[src/hw/rtl/sha1_pkg.sv]
`timescale 1ns / 1ps

package sha1_pkg;

  typedef enum logic [2:0] {
    S_IN,
    S_PADSET,
    S_PAD,
    S_CRD,
    S_CRUN,
    S_CADD,
    S_OUT
  } state_t;

  localparam int unsigned ROUNDS = 80;
  localparam int unsigned WIN_DEPTH = 16;

  localparam logic [31:0] H0_INIT = 32'h67452301;
  localparam logic [31:0] H1_INIT = 32'hEFCDAB89;
  localparam logic [31:0] H2_INIT = 32'h98BADCFE;
  localparam logic [31:0] H3_INIT = 32'h10325476;
  localparam logic [31:0] H4_INIT = 32'hC3D2E1F0;

  localparam logic [7:0] PAD_MARK = 8'h80;

  function automatic logic [31:0] round_k(input logic [6:0] r);
    logic [31:0] k;
    if (r < 7'd20) begin
      k = 32'h5A827999;
    end else if (r < 7'd40) begin
      k = 32'h6ED9EBA1;
    end else if (r < 7'd60) begin
      k = 32'h8F1BBCDC;
    end else begin
      k = 32'hCA62C1D6;
    end
    return k;
  endfunction

  function automatic logic [31:0] round_f(input logic [6:0] r, input logic [31:0] b,
                                          input logic [31:0] c, input logic [31:0] d);
    logic [31:0] f;
    if (r < 7'd20) begin
      f = d ^ (b & (c ^ d));
    end else if (r < 7'd40) begin
      f = b ^ c ^ d;
    end else if (r < 7'd60) begin
      f = (b & c) | (d & (b | c));
    end else begin
      f = b ^ c ^ d;
    end
    return f;
  endfunction

endpackage

[src/hw/rtl/sha1_message_hash.sv]
`timescale 1ns / 1ps
// Closing: a last word is followed by a set-up state, pad writes into the block memory,
//   compression and an output state; a second block is padded and compressed when the
//   length field does not fit, and the output state waits until the previous digest drains.
// Throughput: one byte word per cycle while filling; each full 64-byte block is then
//   compressed at one round per cycle from the 16-word block memory and schedule window, input held off.
// Reset: synchronous; restores the initial chaining value, clears counts and output valid.
module sha1_message_hash (
  input  logic         clk,
  input  logic         rst,
  input  logic         s_tvalid,
  output logic         s_tready,
  input  logic [7:0]   s_tdata,   // data_byte
  input  logic         s_tuser,   // byte_present
  input  logic         s_tlast,   // last
  output logic         m_tvalid,
  input  logic         m_tready,
  output logic [159:0] m_tdata    // digest_word_0 .. digest_word_4, lowest bits first
);
  import sha1_pkg::*;

  state_t state, state_next;

  logic [31:0] mem [WIN_DEPTH];
  logic        mem_we;
  logic [3:0]  mem_waddr;
  logic [31:0] mem_wdata;
  logic [3:0]  mem_raddr;
  logic [31:0] mem_rdata;

  logic [31:0] h0, h1, h2, h3, h4;
  logic [31:0] a, b, c, d, e;
  logic [31:0] win [WIN_DEPTH];
  logic [6:0]  rnd;
  logic [5:0]  fill;
  logic [63:0] bit_count;
  logic [23:0] acc;
  logic        last_pend;
  logic        final_ph;
  logic        two_blk;
  logic        pad_mark;
  logic        pad_len;
  logic [3:0]  pad_idx;

  logic        in_acc;
  logic        out_free;
  logic [31:0] pad_word;
  logic [31:0] w_sched;
  logic [31:0] w_cur;
  logic [31:0] t_sum;

  assign s_tready = (state == S_IN);
  assign in_acc   = s_tvalid && s_tready;
  assign out_free = !m_tvalid || m_tready;

  always_comb begin
    if (pad_mark) begin
      unique case (fill[1:0])
        2'd0: pad_word = {PAD_MARK, 24'h0};
        2'd1: pad_word = {acc[7:0], PAD_MARK, 16'h0};
        2'd2: pad_word = {acc[15:0], PAD_MARK, 8'h0};
        2'd3: pad_word = {acc[23:0], PAD_MARK};
      endcase
    end else if (pad_len && pad_idx == 4'd14) begin
      pad_word = bit_count[63:32];
    end else if (pad_len && pad_idx == 4'd15) begin
      pad_word = bit_count[31:0];
    end else begin
      pad_word = 32'h0;
    end
  end

  always_comb begin
    mem_we    = 1'b0;
    mem_waddr = pad_idx;
    mem_wdata = pad_word;
    if (state == S_IN) begin
      mem_we    = in_acc && s_tuser && (fill[1:0] == 2'd3);
      mem_waddr = fill[5:2];
      mem_wdata = {acc, s_tdata};
    end else if (state == S_PAD) begin
      mem_we = 1'b1;
    end
    mem_raddr = (state == S_CRUN) ? rnd[3:0] + 4'd1 : 4'd0;
  end

  always_ff @(posedge clk) begin
    if (mem_we) begin
      mem[mem_waddr] <= mem_wdata;
    end
    mem_rdata <= mem[mem_raddr];
  end

  assign w_sched = win[13] ^ win[8] ^ win[2] ^ win[0];
  assign w_cur   = (rnd < 7'd16) ? mem_rdata : {w_sched[30:0], w_sched[31]};
  assign t_sum   = {a[26:0], a[31:27]} + round_f(rnd, b, c, d) + e + w_cur + round_k(rnd);

  always_ff @(posedge clk) begin
    if (rst) begin
      state <= S_IN;
    end else begin
      state <= state_next;
    end
  end

  always_comb begin
    state_next = state;
    unique case (state)
      S_IN: begin
        if (in_acc) begin
          if (s_tuser && fill == 6'd63) begin
            state_next = S_CRD;
          end else if (s_tlast) begin
            state_next = S_PADSET;
          end
        end
      end
      S_PADSET: state_next = S_PAD;
      S_PAD: begin
        if (pad_idx == 4'd15) begin
          state_next = S_CRD;
        end
      end
      S_CRD: state_next = S_CRUN;
      S_CRUN: begin
        if (rnd == 7'(ROUNDS - 1)) begin
          state_next = S_CADD;
        end
      end
      S_CADD: begin
        if (final_ph) begin
          state_next = two_blk ? S_PAD : S_OUT;
        end else begin
          state_next = last_pend ? S_PADSET : S_IN;
        end
      end
      S_OUT: begin
        if (out_free) begin
          state_next = S_IN;
        end
      end
      default: state_next = S_IN;
    endcase
  end

  always_ff @(posedge clk) begin
    if (rst) begin
      h0        <= H0_INIT;
      h1        <= H1_INIT;
      h2        <= H2_INIT;
      h3        <= H3_INIT;
      h4        <= H4_INIT;
      fill      <= 6'd0;
      bit_count <= 64'd0;
      final_ph  <= 1'b0;
      last_pend <= 1'b0;
      m_tvalid  <= 1'b0;
    end else begin
      if (state == S_OUT && out_free) begin
        m_tvalid <= 1'b1;
      end else if (m_tready) begin
        m_tvalid <= 1'b0;
      end
      unique case (state)
        S_IN: begin
          if (in_acc) begin
            last_pend <= s_tlast;
            if (s_tuser) begin
              fill      <= fill + 6'd1;
              bit_count <= bit_count + 64'd8;
            end
          end
        end
        S_PADSET: final_ph <= 1'b1;
        S_CADD: begin
          h0 <= h0 + a;
          h1 <= h1 + b;
          h2 <= h2 + c;
          h3 <= h3 + d;
          h4 <= h4 + e;
        end
        S_OUT: begin
          if (out_free) begin
            h0        <= H0_INIT;
            h1        <= H1_INIT;
            h2        <= H2_INIT;
            h3        <= H3_INIT;
            h4        <= H4_INIT;
            fill      <= 6'd0;
            bit_count <= 64'd0;
            final_ph  <= 1'b0;
            last_pend <= 1'b0;
          end
        end
        default: ;
      endcase
    end
  end

  always_ff @(posedge clk) begin
    unique case (state)
      S_IN: begin
        if (in_acc && s_tuser) begin
          acc <= {acc[15:0], s_tdata};
        end
      end
      S_PADSET: begin
        pad_idx  <= fill[5:2];
        pad_mark <= 1'b1;
        two_blk  <= (fill[5:3] == 3'd7);
        pad_len  <= (fill[5:3] != 3'd7);
      end
      S_PAD: begin
        pad_mark <= 1'b0;
        pad_idx  <= pad_idx + 4'd1;
      end
      S_CRD: begin
        a   <= h0;
        b   <= h1;
        c   <= h2;
        d   <= h3;
        e   <= h4;
        rnd <= 7'd0;
      end
      S_CRUN: begin
        a   <= t_sum;
        b   <= a;
        c   <= {b[1:0], b[31:2]};
        d   <= c;
        e   <= d;
        rnd <= rnd + 7'd1;
        for (int k = 0; k < WIN_DEPTH - 1; k++) begin
          win[k] <= win[k + 1];
        end
        win[WIN_DEPTH - 1] <= w_cur;
      end
      S_CADD: begin
        if (final_ph && two_blk) begin
          two_blk  <= 1'b0;
          pad_idx  <= 4'd0;
          pad_mark <= 1'b0;
          pad_len  <= 1'b1;
        end
      end
      S_OUT: begin
        if (out_free) begin
          m_tdata <= {h4, h3, h2, h1, h0};
        end
      end
      default: ;
    endcase
  end

`ifndef ASSERT_OFF
  a_cadd_after_rounds: assert property (@(posedge clk) disable iff (rst)
    (state == S_CADD) |-> ($past(state) == S_CRUN && $past(rnd) == 7'(ROUNDS - 1)))
    else $error("compression finished before all rounds ran");

  a_valid_from_out: assert property (@(posedge clk) disable iff (rst)
    $rose(m_tvalid) |-> ($past(state) == S_OUT))
    else $error("digest raised outside the output state");

  a_no_input_in_final: assert property (@(posedge clk) disable iff (rst)
    s_tready |-> !final_ph)
    else $error("input taken while a message is being closed");

  a_pad_ends_at_top: assert property (@(posedge clk) disable iff (rst)
    (state == S_PAD && state_next == S_CRD) |-> (pad_idx == 4'd15))
    else $error("padding sweep left the block incomplete");
`endif

endmodule

[config.mk]
export PLATFORM = sky130hd
export DESIGN_NAME = sha1_message_hash
export DESIGN_NICKNAME = d
export VERILOG_FILES = /design/src/hw/rtl/sha1_pkg.sv /design/src/hw/rtl/sha1_message_hash.sv
export SDC_FILE = /design/constraint.sdc
export NUM_CORES = 2
export LEC_CHECK = 0
export BUFFER_PORTS_ARGS = -buffer_cell sky130_fd_sc_hd__buf_2
export CORE_MARGIN = 10
export CORE_UTILIZATION = 50
export DETAILED_ROUTE_END_ITERATION = 10
export PLACE_DENSITY = 0.68
export SYNTH_ARGS = -nofsm -noshare
export SYNTH_HDL_FRONTEND = slang
export SYNTH_SLANG_ARGS = --single-unit
[constraint.sdc]
create_clock -name clk -period 42.7 [get_ports clk]
set_input_delay 6.405 -clock clk [delete_from_list [all_inputs] [get_ports clk]]
set_output_delay 6.405 -clock clk [all_outputs]
set_load 0.1 [all_outputs]
==> metrics.txt <==
status complete, no violations; total gr overflow 0; uppermost layer routed met5; drt wl/cell 23.1 um; Min-Delay Path Depth 0; Power Dens Cells 41.9 nW/um^2; clk buf depth 3; relative slew slack 11.5%; Cell Area, Synth 72300 um^2; DR vias/cell 5.76; Sink Count 1647; compound-cell area share of the yosys netlist 9.69%; Skew-Pair Late Insertion Delay 0.81 ns; H-Tree Level Count 4; most frequent cells in the layout edfxtp_1 (1382), nand2_1 (799), inv_1 (296); share of cells above drive strength 1 9.59%; fin cells 7807; worst setup margin about 34 ns; Startpoint Class input port; RSZ-0062 raised after global routing false; YS warnings 0; starting density of the core 50.4%; WHS Endpoint win[0][182]$_DFFE_PP_; CTS buffer count 165; Worst Path Arrival roughly 9.7 ns; Final #Nets 6101; crit end category flop; Post-CTS Hold Buffers 0; WP data required 43.39 ns; post-synth cell types 85; via count between 40000 and 50000; # rows between 100 and 150; slew of the pin with the lowest slew margin 1.31 ns; multiplexer area fraction after synthesis 2.67%; EDFF count, synth between 1000 and 1500; dpl cells 7499; Finish-stage setup viols 0; postcts setup bufs 0; kind of critical path input port to flop; Post-DRT Antenna Nets 0; TNS Setup 0 ns; largest net degree at the start of global routing between 150 and 200; DR iter-0 viols 4654; routed length on met3 12.7 mm; Synth Instances approximately 5600; vias in the first global route 43500; Clk pin slew, worst setup/hold paths 0.06 ns; r2r setup slk 35.03 ns; commonest non-fill, non-tap cell in the layout edfxtp_1; CP Max Fanout 34; Slew Viols, Final 0; Die H 400 um; post-synth top area share 57.4%; largest family of logic cells by synthesized area compound AO/OA/AOI/OAI gates; Final Power 0.00339 W; total wire length 181 mm; GRT Total Usage a little over a fifth; Post-Syn Area per Cell around 13 um^2; Die X-Extent 400 um; Async S/R FF share, synth 0%; post-cts repair resize count 0; first-pass GRT wire length around 270 mm; # port buffers 175; pre-CTS setup slack approximately 33 ns; reg-to-reg endpoint a[31]$_DFFE_PP_; clock root buffer clkbuf_16; cell accounting for the most synthesized area edfxtp_1; area grow syn2layout 11.8%; drt first pass iters 9; leakage power figure around 30 nW; maximum clock frequency approximately 110 MHz; Reg2Reg Depth 25; DIE AREA between 150000 and 200000 um^2; DRC 0; largest cells by area after synthesis edfxtp_1 (57%), dfxtp_1 (7.3%), nand2_1 (4.2%), fa_1 (3.5%), ha_1 (3.4%); XOR/XNOR Fraction of Synth Area 3.90%; min-delay src win[0][214]$_DFFE_PP_; wire length on met1 77.1 mm; initial antenna violation count 8; post-synthesis simple-gate area fraction 9.31%; reg-to-reg startpoint rnd[2]$_SDFFCE_PN0P_; final hold violation count 0; Tmin final 9.01 ns; Final Util 56.3%; ys flop type edfxtp_1; register bit total from synthesis 1647; Syn Nets 5929; RePlAce Congestion 0.920; max-cap violations 0; CTS tree yes; core area 144000 um^2; Final period util between 20% and 30%; Setup Skew 0.0407 ns; Hold WC Path Type flop to flop; Synth Area in Adders under 10%; hpwl dp 118 mm; Ports 176; DR WL met2 83.9 mm; worst ir drop on vdd between 30 and 40 uV; register area share after synthesis 64.7%
## through the flow
step	area [um^2]	hold WS (ns)
final	80900	0.399
after global routing	80900	0.411
after CTS	80900	0.395
after detailed placement	75500	0.405
after global placement	75500	0.400
after floorplan	72300	0.400
## cell usage after synthesis (10+ instances only)
master	number
a211oi_1	73
a21o_1	84
a21oi_1	252
a221o_1	28
a222oi_1	14
a22oi_1	35
a311oi_1	80
a31oi_1	49
and2_1	14
and3_1	24
buf_1	18
clkbuf_1	204
dfxtp_1	265
edfxtp_1	1382
fa_1	125
ha_1	199
inv_1	296
inv_2	10
mux2i_1	151
mux4_2	18
nand2_1	801
nand2b_1	65
nand3_1	132
nand4_1	30
nor2_1	269
nor2b_1	70
nor3_1	56
o21a_1	57
o21ai_0	136
o21ai_1	86
o21bai_1	29
o221ai_1	13
o22ai_1	28
or2_2	16
or3_1	17
xnor2_1	191
xor2_1	131
## cells by family (layout without fill, tap and decap cells)
| logic type | count (synthesis) | in the layout |
|---|---|---|
| AO/OA/AOI/OAI | 1054 | 1054 |
| XOR/XNOR | 322 | 322 |
| adder cells (fa/ha/maj) | 324 | 324 |
| buffers and inverters | 540 | 851 |
| flip-flops | 1647 | 1647 |
| multiplexers | 170 | 170 |
| other | 0 | 2 |
| AND/OR/NAND/NOR | 1534 | 1534 |
## worst max-delay path, cell delays in order
cell      delay (ns)
buf_2           0.12
nand2b_1        0.17
nand2b_2        0.07
buf_4           0.56
nand2_1         0.75
buf_4           0.46
nor2_2          0.41
buf_4           0.51
nand2_1         0.10
o31ai_1         0.08
## per-layer routing
metal / global-route usage (%) / up-vias
met5: 0 / -
met3: 4.04 / 332
li1: - / 20700
met4: 8.51 / 2
met1: 30.1 / 22300
met2: 34.5 / 1630
## area by class of cell
class / instances / area (um^2)
Antenna cell: 2 / 5.00
Sequential cell: 1647 / 46800
Fill cell: 11700 / 62800
Tap cell: 1903 / 2380
Clock inverter: 76 / 838
Inverter: 308 / 1170
Timing Repair Buffer: 237 / 1410
Clock buffer: 230 / 4550
Multi-Input combinational cell: 3404 / 23700
## worst max path at each step
stage,cells after the start,from,endpoint
final,10,m_tready,h4[28]$_SDFFE_PP0P_
after global routing,10,m_tready,h4[21]$_SDFFE_PP0P_
after CTS,3,state[2]$_SDFFE_PP0P_,s_tready
after detailed placement,10,m_tready,h4[28]$_SDFFE_PP0P_
after global placement,10,m_tready,h4[29]$_SDFFE_PP0P_
after floorplan,6,state[2]$_SDFFE_PP0P_,win[0][0]$_DFFE_PP_
## state kept, by name, indices dropped and copies added, names as in the netlist, 61 cells and up
register,flops
m_tdata,160
mem,512
bit_count,61
win,512
## power by group
part / leakage (nW) / switching [W] / internal, W
registers: 14.7 / 0.00000940 / 0.00176
clock network: 2.61 / 0.000625 / 0.000809
logic: 12.3 / 0.000124 / 0.0000632
total: 29.6 / 0.000759 / 0.00263
Note: power is estimated with default switching activity, not from simulation.
